**config.mk**
```make
export PLATFORM = sky130hd
export DESIGN_NAME = segment_grid_line_crossings_unit
export DESIGN_NICKNAME = d
export VERILOG_FILES = /design/src/rtl/sglc_pkg.sv /design/src/rtl/segment_grid_line_crossings_unit.sv /design/src/rtl/sglc_div.sv
export SDC_FILE = /design/constraint.sdc
export NUM_CORES = 2
export LEC_CHECK = 0
export BUFFER_PORTS_ARGS = -buffer_cell sky130_fd_sc_hd__buf_2
export CORE_AREA = 2 2 625 316
export CTS_BUF_LIST = sky130_fd_sc_hd__clkbuf_16
export CTS_CLUSTER_DIAMETER = 50
export CTS_CLUSTER_SIZE = 8
export DETAILED_ROUTE_END_ITERATION = 12
export DIE_AREA = 0 0 627 318
export GPL_TIMING_DRIVEN = 0
export PLACE_DENSITY = 0.71
export SLEW_MARGIN = 10
export SYNTH_ARGS = -nofsm -noshare
export SYNTH_HDL_FRONTEND = slang
export SYNTH_SLANG_ARGS = --single-unit
export TNS_END_PERCENT = 5
```
**constraint.sdc**
```tcl
create_clock -name clk -period 9.4 [get_ports clk]
set_clock_uncertainty 0.05 [all_clocks]
set_input_delay 1.88 -clock clk [delete_from_list [all_inputs] [get_ports clk]]
set_output_delay 1.88 -clock clk [all_outputs]
set_load 0.005 [all_outputs]
```
**src/rtl/sglc_pkg.sv**
```systemverilog
package sglc_pkg;

  // Axis codes of a crossing.
  localparam logic AXIS_X = 1'b0;
  localparam logic AXIS_Y = 1'b1;

  // Width of the t value, unsigned Q1.16.
  localparam int T_BITS  = 17;
  localparam int T_SHIFT = 16;

endpackage

```
**src/rtl/segment_grid_line_crossings_unit.sv**
```systemverilog
// Channel   | Ports                              | Handshake
// ----------+------------------------------------+---------------------------
// input     | in_start_x/y, in_end_x/y           | start high, busy low
// result    | out_cross_x/y, out_fraction, ...   | out_valid strobe, no stall
//
// A segment keeps busy high while S_XAX and S_YAX scan its lines, each axis
// state ending on a closing step with no crossing (the y one may issue the empty
// result), so a new segment is taken only once the previous scan is done. Each
// crossing then passes an operand register, a multiply register, a divider
// pipeline of one quotient bit per stage (29 stages at the default widths) and
// the output register; results reach the ports one per cycle in order. The
// receiver cannot stall. Reset is synchronous and clears the sequencer and all valid bits.
module segment_grid_line_crossings_unit
  import sglc_pkg::*;
#(
  parameter int GRID_BITS = 5,
  parameter int FRAC_BITS = 8
) (
  input  logic                           clk,
  input  logic                           rst_n,
  input  logic                           start,
  output logic                           busy,
  input  logic [GRID_BITS+FRAC_BITS-1:0] in_start_x,
  input  logic [GRID_BITS+FRAC_BITS-1:0] in_start_y,
  input  logic [GRID_BITS+FRAC_BITS-1:0] in_end_x,
  input  logic [GRID_BITS+FRAC_BITS-1:0] in_end_y,
  output logic                           out_valid,
  output logic [GRID_BITS+FRAC_BITS-1:0] out_cross_x,
  output logic [GRID_BITS+FRAC_BITS-1:0] out_cross_y,
  output logic [T_BITS-1:0]              out_fraction,
  output logic                           out_axis,
  output logic                           out_empty_res,
  output logic                           out_last
);

  localparam int CW    = GRID_BITS + FRAC_BITS;
  // Product num*|oe-os| plus os*d stays below 2^(2*CW+1).
  localparam int PW    = 2 * CW + 1;
  // t numerator num<<16; quotient up to 2^16.
  localparam int TNW   = CW + T_SHIFT;
  localparam int TQW   = T_SHIFT + 1;
  // Both dividers share one width so that they run in lock step.
  localparam int DQW   = (TNW > PW) ? TNW : PW;
  // Tag carries pos, axis, empty and last to the output.
  localparam int TAGW  = CW + 3;

  typedef enum logic [1:0] {S_IDLE, S_XAX, S_YAX} st_t;

  st_t                 st_r;
  logic [CW-1:0]       sx_r, sy_r, ex_r, ey_r;
  logic [GRID_BITS:0]  line_r;
  logic                any_r;

  // Axis operands for the current scan.
  logic [CW-1:0]       s_c, e_c, os_c, oe_c;
  logic                up_c;
  logic [GRID_BITS:0]  fe_c, first_c;
  logic                more_c;
  logic [CW-1:0]       pos_c, num_c, d_c;

  always_comb begin
    if (st_r == S_YAX) begin
      s_c = sy_r; e_c = ey_r; os_c = sx_r; oe_c = ex_r;
    end else begin
      s_c = sx_r; e_c = ex_r; os_c = sy_r; oe_c = ey_r;
    end
    up_c  = e_c > s_c;
    fe_c  = {1'b0, e_c[CW-1:FRAC_BITS]};
    more_c = up_c ? (line_r <= fe_c) : (line_r > fe_c);
    pos_c = {line_r[GRID_BITS-1:0], {FRAC_BITS{1'b0}}};
    num_c = up_c ? pos_c - s_c : s_c - pos_c;
    d_c   = up_c ? e_c - s_c : s_c - e_c;
  end

  // First line of the y scan, from the registered inputs.
  always_comb begin
    first_c = (ey_r > sy_r) ? {1'b0, sy_r[CW-1:FRAC_BITS]} + 1'b1
                            : {1'b0, sy_r[CW-1:FRAC_BITS]};
  end

  // Issue stage: one crossing per cycle into the operand stage while the axis scan has lines left.
  logic            iss_vld, iss_empty;
  logic            iss_last;
  logic            nxt_more_c;
  logic [GRID_BITS:0] nline_c;

  always_comb begin
    nline_c = up_c ? line_r + 1'b1 : line_r - 1'b1;
    // Whether the next cycle emits anything after this crossing.
    if (up_c) nxt_more_c = nline_c <= fe_c;
    else      nxt_more_c = nline_c > fe_c;
  end

  logic y_has_c;
  always_comb begin
    y_has_c = (ey_r > sy_r) ? (first_c <= {1'b0, ey_r[CW-1:FRAC_BITS]})
                            : (first_c > {1'b0, ey_r[CW-1:FRAC_BITS]});
    iss_vld   = (st_r != S_IDLE) && more_c;
    iss_empty = (st_r == S_YAX) && !more_c && !any_r;
    iss_last  = (st_r == S_YAX) ? !nxt_more_c : (!nxt_more_c && !y_has_c);
  end

  // Sequencer over the lines of both axes.
  always_ff @(posedge clk) begin
    if (!rst_n) begin
      st_r  <= S_IDLE;
      any_r <= 1'b0;
    end else begin
      unique case (st_r)
        S_IDLE: begin
          if (start) begin
            st_r  <= S_XAX;
            any_r <= 1'b0;
          end
        end
        S_XAX: begin
          if (more_c) begin
            any_r <= 1'b1;
          end else begin
            st_r <= S_YAX;
          end
        end
        S_YAX: begin
          if (more_c) begin
            any_r <= 1'b1;
          end else begin
            st_r <= S_IDLE;
          end
        end
        default: st_r <= S_IDLE;
      endcase
    end
    if (st_r == S_IDLE && start) begin
      sx_r   <= in_start_x;
      sy_r   <= in_start_y;
      ex_r   <= in_end_x;
      ey_r   <= in_end_y;
      line_r <= (in_end_x > in_start_x) ? {1'b0, in_start_x[CW-1:FRAC_BITS]} + 1'b1
                                        : {1'b0, in_start_x[CW-1:FRAC_BITS]};
    end else if (st_r == S_XAX && !more_c) begin
      line_r <= first_c;
    end else if (more_c) begin
      line_r <= nline_c;
    end
  end

  assign busy = (st_r != S_IDLE);

  // Operand stage: the scan operands of the issued crossing, with |oe-os| and its sign.
  logic            a_vld_r;
  logic [CW-1:0]   a_num_r, a_d_r, a_os_r, a_dif_r, a_pos_r;
  logic            a_neg_r, a_axis_r, a_empty_r, a_last_r;

  always_ff @(posedge clk) begin
    if (!rst_n) begin
      a_vld_r <= 1'b0;
    end else begin
      a_vld_r <= iss_vld || iss_empty;
    end
    a_num_r   <= num_c;
    a_d_r     <= iss_empty ? CW'(1) : d_c;
    a_os_r    <= os_c;
    a_neg_r   <= oe_c < os_c;
    a_dif_r   <= (oe_c >= os_c) ? oe_c - os_c : os_c - oe_c;
    a_pos_r   <= pos_c;
    a_axis_r  <= (st_r == S_YAX) ? AXIS_Y : AXIS_X;
    a_empty_r <= iss_empty;
    a_last_r  <= iss_empty || iss_last;
  end

  // Multiply stage: os*d + num*(oe-os), kept as magnitude since result >= 0.
  logic            m_vld_r;
  logic [PW-1:0]   m_prod_r;
  logic [CW-1:0]   m_num_r, m_d_r, m_pos_r;
  logic            m_axis_r, m_empty_r, m_last_r;
  logic [2*CW-1:0] osd_c, nmd_c;

  always_comb begin
    osd_c = a_os_r * a_d_r;
    nmd_c = a_num_r * a_dif_r;
  end

  always_ff @(posedge clk) begin
    if (!rst_n) begin
      m_vld_r <= 1'b0;
    end else begin
      m_vld_r <= a_vld_r;
    end
    m_prod_r  <= a_neg_r ? {1'b0, osd_c} - {1'b0, nmd_c}
                         : {1'b0, osd_c} + {1'b0, nmd_c};
    m_num_r   <= a_num_r;
    m_d_r     <= a_d_r;
    m_pos_r   <= a_pos_r;
    m_axis_r  <= a_axis_r;
    m_empty_r <= a_empty_r;
    m_last_r  <= a_last_r;
  end

  // Both divisions run in lock step pipelines of equal depth.
  logic            dt_vld, do_vld;
  logic [DQW-1:0]  dt_quo_full, do_quo;
  logic [TQW-1:0]  dt_quo;
  logic [TAGW-1:0] dt_tag, do_tag;

  sglc_div #(.NUM_W(DQW), .DEN_W(CW), .Q_W(DQW), .TAG_W(TAGW)) u_tdiv (
    .clk, .rst_n,
    .in_vld (m_vld_r),
    .in_num (DQW'({m_num_r, {T_SHIFT{1'b0}}})),
    .in_den (m_d_r),
    .in_tag ({m_pos_r, m_axis_r, m_empty_r, m_last_r}),
    .out_vld(dt_vld),
    .out_quo(dt_quo_full),
    .out_tag(dt_tag)
  );
  assign dt_quo = dt_quo_full[TQW-1:0];

  sglc_div #(.NUM_W(DQW), .DEN_W(CW), .Q_W(DQW), .TAG_W(TAGW)) u_odiv (
    .clk, .rst_n,
    .in_vld (m_vld_r),
    .in_num (DQW'(m_prod_r)),
    .in_den (m_d_r),
    .in_tag ({m_pos_r, m_axis_r, m_empty_r, m_last_r}),
    .out_vld(do_vld),
    .out_quo(do_quo),
    .out_tag(do_tag)
  );

  // Output register.
  logic [CW-1:0] o_pos;
  logic          o_axis, o_empty, o_last;
  assign {o_pos, o_axis, o_empty, o_last} = do_tag;

  always_ff @(posedge clk) begin
    if (!rst_n) begin
      out_valid <= 1'b0;
    end else begin
      out_valid <= do_vld;
    end
    out_empty_res <= o_empty;
    out_last      <= o_last;
    out_axis      <= o_empty ? 1'b0 : o_axis;
    out_fraction  <= o_empty ? '0 : dt_quo;
    if (o_empty) begin
      out_cross_x <= '0;
      out_cross_y <= '0;
    end else if (o_axis == AXIS_X) begin
      out_cross_x <= o_pos;
      out_cross_y <= do_quo[CW-1:0];
    end else begin
      out_cross_x <= do_quo[CW-1:0];
      out_cross_y <= o_pos;
    end
  end

  // The t divider's valid and tag duplicate the other one's; upper quotient bits of both are unused.
  logic unused_c;
  assign unused_c = ^{dt_vld, dt_tag, dt_quo_full[DQW-1:TQW], do_quo[DQW-1:CW]};

endmodule

```
**src/rtl/sglc_div.sv**
```systemverilog
// Pipelined restoring divider: one quotient bit per stage.
// Divides the low Q_W bits of num by den, giving an integer quotient.
module sglc_div #(
  parameter int NUM_W = 34,
  parameter int DEN_W = 13,
  parameter int Q_W   = 21,
  parameter int TAG_W = 8
) (
  input  logic             clk,
  input  logic             rst_n,
  input  logic             in_vld,
  input  logic [NUM_W-1:0] in_num,
  input  logic [DEN_W-1:0] in_den,
  input  logic [TAG_W-1:0] in_tag,
  output logic             out_vld,
  output logic [Q_W-1:0]   out_quo,
  output logic [TAG_W-1:0] out_tag
);

  // Remainder is wide enough that a shifted copy never overflows.
  localparam int REM_W = DEN_W + 1;

  logic [Q_W:0]                vld_r;
  logic [NUM_W-1:0]            num_r [Q_W+1];
  logic [DEN_W-1:0]            den_r [Q_W+1];
  logic [REM_W-1:0]            rem_r [Q_W+1];
  logic [Q_W-1:0]              quo_r [Q_W+1];
  logic [TAG_W-1:0]            tag_r [Q_W+1];

  // Stage zero loads the operands.
  always_comb begin
    vld_r[0] = in_vld;
    num_r[0] = in_num;
    den_r[0] = in_den;
    rem_r[0] = '0;
    quo_r[0] = '0;
    tag_r[0] = in_tag;
  end

  // Each stage brings in one numerator bit, from the top quotient bit down.
  for (genvar g = 0; g < Q_W; g++) begin : g_stage
    logic [REM_W:0] sh;
    logic [REM_W:0] diff;
    always_comb begin
      sh   = {rem_r[g], num_r[g][Q_W-1-g]};
      diff = sh - {2'b00, den_r[g]};
    end
    always_ff @(posedge clk) begin
      if (!rst_n) begin
        vld_r[g+1] <= 1'b0;
      end else begin
        vld_r[g+1] <= vld_r[g];
      end
      num_r[g+1] <= num_r[g];
      den_r[g+1] <= den_r[g];
      tag_r[g+1] <= tag_r[g];
      if (!diff[REM_W]) begin
        rem_r[g+1] <= diff[REM_W-1:0];
        quo_r[g+1] <= quo_r[g] | (Q_W'(1) << (Q_W-1-g));
      end else begin
        rem_r[g+1] <= sh[REM_W-1:0];
        quo_r[g+1] <= quo_r[g];
      end
    end
  end

  assign out_vld = vld_r[Q_W];
  assign out_quo = quo_r[Q_W];
  assign out_tag = tag_r[Q_W];

endmodule

```
# [Yosys cells after proc, flatten, opt, wreduce, memory -nomap -nowiden]
# Index checks and enable logic that the tools add are counted.
[op_classes] add_sub_neg=70 mul=2 order_cmp=11 eq_ne=6 n_mux=83 bitwise_logic=1 n_reduce_logical=21
[ops] op="$sub A15 B13 Y15" n=56
[ops] op="$mux W14" n=54
[ops] op="$mux W13" n=9
[ops] op="$sub A13 B13 Y13" n=6
[ops] op="$mul A13 B13 Y26" n=2
[ops] op="$gt A13 B13 Y1" n=3
[ops] op="$mux W6" n=6
[ops] op="$add A26 B26 Y27" n=1
[ops] op="$mux W27" n=1
[ops] op="$sub A26 B26 Y27" n=1
[ops] op="$gt A6 B5 Y1" n=3
[ops] op="$le A6 B5 Y1" n=3
[ops] op="$sub A1 B13 Y14" n=1
[ops] op="$sub A1 B13 Y14 const A" n=1
[ops] op="$ge A13 B13 Y1" n=1
[ops] op="$lt A13 B13 Y1" n=1
[ops] op="$add A5 B1 Y6 const B" n=2
[ops] op="$mux W1" n=8
[ops] op="$add A6 B1 Y6 const B" n=1
[ops] op="$logic_and A1 B1 Y1" n=6
[ops] op="$mux W2" n=3
[ops] op="$ne A2 B2 Y1 const B" n=3
[ops] op="$pmux W2 S3" n=1
[ops] op="$reduce_and A3 Y1" n=2
[ops] op="12 further kinds" n=19
[totals] register_bits=2930 inputBits=55 out_inout_bits=48

# [Longest topological paths before layout]
[logic_depth] depth_word=10 ltp_mapped=31 depth_no_buf=30

# [By module]
# Synthesis repeated with hierarchy kept, for this count alone.
[hier_totals] cells_unflattened=13013 hier_area_um2=153642.4
[by_module_without_submodules] mod="sglc_div at u_tdiv" instances=1 cells_each=5130 area_per_inst_um2=65141.2 seq_area_each_um2=41840.1
[by_module_without_submodules] mod="sglc_div at u_odiv" instances=1 cells_each=5348 area_per_inst_um2=65083.7 seq_area_each_um2=41840.1
[by_module_without_submodules] mod="segment_grid_line_crossings_unit" instances=1 cells_each=2535 area_per_inst_um2=23417.5 seq_area_each_um2=5225.0

# [Worst setup path after synthesis]
# No wires, ideal clock.
[synth_path] path_kind="register to register" from="register a_num_r[7]" to="register, netlist name m_prod_r[25]" setup_ns=0.072 t_arrival_ns=7.441 required_time_ns=9.278 path_slack_ns=1.837 path_stages_with_launch=30 n_path_buf=1 synth_period_minus_slack_ns=7.563 path_cell_list="dfxtp_1 clkbuf_1 and2_1 fa_1 inv_1 fa_1 inv_1 fa_1 inv_1 fa_1 fa_1 inv_1 ha_1 o211ai_1 o21ai_2 xor2_1 nor4_1 nand2b_1 o41a_1 xor2_1 ha_1 a21o_1 a21o_1 a21oi_1 o21ai_0 and3_1 a2111oi_0 o31ai_1 o41ai_1 xnor2_1"
[synth_between] elab_chain_cells=3 elab_cells_between_ends=4 cone_classes="add/sub (2); mul (1); mux (1)"
[synth_lines] element="from (decl)" line="segment_grid_line_crossings_unit.sv:151" text="logic [CW-1:0] a_num_r, a_d_r, a_os_r, a_dif_r, a_pos_r;"
[synth_lines] element="from (signal assigned)" line="segment_grid_line_crossings_unit.sv:160" text="a_num_r <= num_c;"
[synth_lines] element="$mul A13 B13 Y26 *" line="segment_grid_line_crossings_unit.sv:180" text="nmd_c = a_num_r * a_dif_r;"
[synth_lines] element="$add A26 B26 Y27 or $sub A26 B26 Y27 (tied branches)" line="segment_grid_line_crossings_unit.sv:190, segment_grid_line_crossings_unit.sv:189"
[synth_lines] element="$mux W27 *" line="segment_grid_line_crossings_unit.sv:189" text="m_prod_r <= a_neg_r ? {1'b0, osd_c} - {1'b0, nmd_c}"
# Every way passes the cells marked *; elsewhere a longest branch is shown, timed or not.
# A chain may end at the register's enable or synchronous reset.

# [Worst setup path in the final report]
[layout_path] from="register a_num_r[6]" to="register, netlist name m_prod_r[25]"
[layout_between] elab_chain_cells=3 elab_cells_between_ends=4 cone_classes="add/sub (2); mul (1); mux (1)"
[layout_lines] element="$mul A13 B13 Y26 *" line="segment_grid_line_crossings_unit.sv:180"
[layout_lines] element="$add A26 B26 Y27 or $sub A26 B26 Y27 (tied branches)" line="segment_grid_line_crossings_unit.sv:190, segment_grid_line_crossings_unit.sv:189"
[layout_lines] element="$mux W27 *" line="segment_grid_line_crossings_unit.sv:189"
# Marked as above.

==> summary.md <==
| Metric | Value |
|---|---|
| Transition time of the tightest slew-check pin | 1.268 ns |
| Source-to-sink clock delay at the later pin of the worst-skew pair | 0.86 ns |
| Global placement routability congestion | 0.9322 |
| Cell class contributing the biggest share of worst-path delay | adder cells |
| Number of instances in the synthesized netlist | 10,100 |
| Most frequent cells in the layout | sky130_fd_sc_hd__dfxtp_1 (2,310), sky130_fd_sc_hd__inv_1 (1,143), sky130_fd_sc_hd__ha_1 (993) |
| Headroom to the max-slew limit | 0.1489 |
| Remaining global-route overflow | 0 |
| Crit. End Element | flip-flop |
| Boundary Pins | 103 |
| Slowest Stage Delay on Critical Path | 0.62 ns |
| Final period util | 0.9526 |
| First-iteration detailed-routing DRC count | 6,289 |
| Placed cell area | 0.1102 mm² |
| Vias in the first global route | 72,190 |
| Max Fclk | 111.7 MHz |
| Maximum number of pins on one net before global-route repair | 32 |
| Dominant register cell in the synthesized netlist | sky130_fd_sc_hd__dfxtp_1 |
| Htree depth | 5 |
| Average footprint of a synthesized cell | 10.53 µm² |
| Endpoint required time on the critical path | 10.08 ns |
| Number of buffers on the longest clock path | 4 |
| Number of buffers inserted by post-CTS setup repair | 0 |
| Antenna violations before repair | 25 |
| Total detailed-routing wirelength | 269,800 µm |
| Count of cell types in the netlist | 83 |
| Most frequent standard cell in the layout excluding fill and tap cells | sky130_fd_sc_hd__dfxtp_1 |
| Signed area change from the synthesized netlist to the final layout | 12.13% |
| Worst hold start | m_last_r |
| Number of clock sinks seen by CTS | 2,368 |
| CTS tree | yes |
| Final min period | 8.954 ns |
| Final Slew Violations | 0 |
| Height of the die | 318 µm |
| CTS buffer count | 341 |
| Library cell occupying the most area in the post-synthesis netlist | sky130_fd_sc_hd__dfxtp_1 |
| Count of TritonRoute iterations in the first routing pass | 8 |
| Slowest cell on the critical path | sky130_fd_sc_hd__dfxtp_1 |
| Nets@finish | 11,910 |
| Number of antenna-violating nets in the routed design | 0 |
| Area of the core region | 0.1947 mm² |
| Number of violations of the max-capacitance limit | 0 |
| Number of storage elements in the synthesis netlist | 2,368 |
| TNS Setup | 0 ns |
| Leading post-synthesis cells by cell area | sky130_fd_sc_hd__dfxtp_1 (44%), sky130_fd_sc_hd__ha_1 (12%), sky130_fd_sc_hd__mux2_2 (6.5%), sky130_fd_sc_hd__fa_1 (5.7%), sky130_fd_sc_hd__inv_1 (4.0%) |
| Total global routing track utilization | 0.2662 |
| Vias per Instance | 5.539 |
| Sequential element share of the synthesized area | 0.4514 |
| Critical path buffers and inverters | 5 |
| Startpoint of the worst register-to-register path | a_num_r[6] |
| Post-layout instance area | 0.1192 mm² |
| Number of instances resized during post-cts repair | 0 |
| Total vias in the final route | 73,330 |
| Worst hold-check path type | flip-flop to flip-flop |
| Unrepaired setup endpoints after global routing | false |
| Total setup violations reported at the end of the flow | 0 |
| Flop2flop setup slack | 0.45 ns |
| Clock-pin slew on the worst setup and hold paths | 0.06 ns |
| Maximum net fanout on the critical path | 10 |
| Startpoint-to-endpoint class of the critical path | flip-flop to flip-flop |
| Data arrival time of the worst path | 9.64 ns |
| CP startpoint | a_num_r[6] |
| Post-Syn Area | 0.1063 mm² |
| Number of flops mapped to enable cells by yosys | 58 |
| Routed len/inst | 20.38 µm |
| Global-route wire length before repair | 413,400 µm |
| Number of port buffers | 102 |
| FFs w/ async S/R, synth | 0 |
| Type of element launching the critical path | flip-flop |
| Share of Yosys cell area claimed by the top area cell type | 0.4350 |
| Number of rows created at floorplan | 115 |
| Area enclosed by the die boundary | 0.1994 mm² |
| Final Hold Violating Endpoints | 0 |
| Cell chosen for the clock root | sky130_fd_sc_hd__clkbuf_16 |
| Cell seen most often among critical-path stages | sky130_fd_sc_hd__fa_1 |
| Detailed Place HPWL | 211,400 µm |
| # hold bufs at CTS | 0 |
| Total number of yosys warnings | 0 |
| Remaining routing DRC violations | 0 |
| Die X | 627 µm |
| Status | finished, final reports clean |
| Layout cell share with drive strength beyond 1 | 0.1131 |
| Initial cell density of the core | 0.5460 |
| Fill cell total of the finished layout | 15,490 |
worst paths after layout:
path	cells past startpoint	end
max	26	m_prod_r[25]
min	0	u_odiv.tag_r[448]
max reg2reg	26	m_prod_r[25]
min reg2reg	0	u_odiv.tag_r[448]
synthesized netlist by cell type, types with 17 or more instances:
library cell	number
sky130_fd_sc_hd__a211o_1	18
sky130_fd_sc_hd__a211oi_1	110
sky130_fd_sc_hd__a21boi_0	101
sky130_fd_sc_hd__a21o_1	109
sky130_fd_sc_hd__a21oi_1	434
sky130_fd_sc_hd__a22oi_1	17
sky130_fd_sc_hd__a311oi_1	42
sky130_fd_sc_hd__a31oi_1	36
sky130_fd_sc_hd__and2_1	223
sky130_fd_sc_hd__and3_1	37
sky130_fd_sc_hd__buf_2	58
sky130_fd_sc_hd__clkbuf_1	83
sky130_fd_sc_hd__dfxtp_1	2310
sky130_fd_sc_hd__edfxtp_1	58
sky130_fd_sc_hd__fa_1	303
sky130_fd_sc_hd__ha_1	993
sky130_fd_sc_hd__inv_1	1130
sky130_fd_sc_hd__mux2_2	615
sky130_fd_sc_hd__mux2i_1	131
sky130_fd_sc_hd__nand2_1	530
sky130_fd_sc_hd__nand2b_1	24
sky130_fd_sc_hd__nand3_1	104
sky130_fd_sc_hd__nand4_1	49
sky130_fd_sc_hd__nor2_1	490
sky130_fd_sc_hd__nor2b_1	233
sky130_fd_sc_hd__nor3_1	177
sky130_fd_sc_hd__nor4_1	65
sky130_fd_sc_hd__o211a_1	33
sky130_fd_sc_hd__o211ai_1	19
sky130_fd_sc_hd__o21a_1	84
sky130_fd_sc_hd__o21ai_0	419
sky130_fd_sc_hd__o21bai_1	26
sky130_fd_sc_hd__o311ai_0	35
sky130_fd_sc_hd__o41ai_1	47
sky130_fd_sc_hd__or2_2	33
sky130_fd_sc_hd__or3_1	91
sky130_fd_sc_hd__xnor2_1	484
sky130_fd_sc_hd__xor2_1	186
state kept, by name, indices dropped and copies added, names as in the netlist, 17 cells and up:
signal             cells
u_tdiv.quo_r         136
u_tdiv.num_r          66
u_odiv.vld_r          28
u_tdiv.out_quo        17
u_odiv.g_stage.sh    419
u_odiv.tag_r         224
u_odiv.quo_r          78
u_tdiv.den_r         130
out_fraction          17
m_prod_r              27
u_tdiv.g_stage.sh    404
u_odiv.den_r         234
u_odiv.num_r         378
worst reg2reg max path, cell delays in order, from the launching register on:
cell,delay [ns]
sky130_fd_sc_hd__dfxtp_1,0.62
sky130_fd_sc_hd__clkbuf_1,0.61
sky130_fd_sc_hd__and2_1,0.24
sky130_fd_sc_hd__fa_1,0.41
sky130_fd_sc_hd__inv_1,0.10
sky130_fd_sc_hd__fa_1,0.43
sky130_fd_sc_hd__inv_1,0.09
sky130_fd_sc_hd__fa_1,0.44
sky130_fd_sc_hd__fa_1,0.54
sky130_fd_sc_hd__inv_1,0.05
sky130_fd_sc_hd__fa_1,0.62
sky130_fd_sc_hd__inv_1,0.09
sky130_fd_sc_hd__ha_1,0.36
sky130_fd_sc_hd__o211ai_2,0.12
sky130_fd_sc_hd__a21oi_2,0.09
sky130_fd_sc_hd__o41ai_1,0.41
sky130_fd_sc_hd__xnor2_1,0.30
sky130_fd_sc_hd__a2111o_1,0.46
sky130_fd_sc_hd__or4_4,0.54
sky130_fd_sc_hd__o21ai_0,0.23
sky130_fd_sc_hd__xor2_1,0.32
sky130_fd_sc_hd__ha_1,0.35
sky130_fd_sc_hd__and3_1,0.19
sky130_fd_sc_hd__a2111oi_2,0.52
sky130_fd_sc_hd__o31ai_1,0.17
sky130_fd_sc_hd__o41ai_1,0.36
sky130_fd_sc_hd__xnor2_1,0.16
cells by family (layout without fill, tap and decap cells):
logic type                 Yosys count  in the layout  synth area share
adders and majority gates         1296           1296            0.1739
buffers and inverters             1277           1765           0.04577
and+or+nand+nor                   2090           2090           0.09642
AOI/OAI and AO/OA                 1649           1649           0.09961
xor gates and xnor gates           670            670           0.05520
DFF                               2368           2368            0.4514
other                                1             20        0.00003528
muxes                              747            747           0.07762
metal layers:
| metal | global-route usage | vias to the layer above | wire [µm] |
|---|---|---|---|
| li1 | - | 35110 | - |
| met1 | 0.4448 | 35190 | 143100 |
| met2 | 0.3305 | 2694 | 95330 |
| met3 | 0.06923 | 323 | 27280 |
| met4 | 0.05086 | 8 | 4033 |
| met5 | 0 | - | 50 |
stage by stage:
| step | setup WS (ns) | utilization | cells | hold WS, ns |
|---|---|---|---|---|
| after floorplan | 1.837 | - | 10110 | 0.2596 |
| after global placement | 0.1682 | 0.5658 | 12840 | 0.2596 |
| after detailed placement | 0.1849 | 0.5659 | 12850 | 0.2621 |
| after CTS | 0.1132 | 0.6120 | 13230 | 0.2460 |
| after global routing | 0.09009 | 0.6122 | 13230 | 0.2479 |
| final | 0.4458 | 0.6123 | 13240 | 0.2455 |
final cells by class:
type,instances,area [µm²],share of cell area
plain buffers,145,618.1,0.005186
flip-flops and latches,2368,47990,0.4026
clock buffers,345,8633,0.07243
well taps,2632,3293,0.02763
clock inverters,39,345.3,0.002897
diodes,7,17.52,0.0001470
inverters,1132,4250,0.03566
repair buffers,104,541.8,0.004545
multi-input cells,6465,53510,0.4489
Power is not shown: default switching activity piles up to over one toggle a cycle in this logic, so the estimate is an artifact.
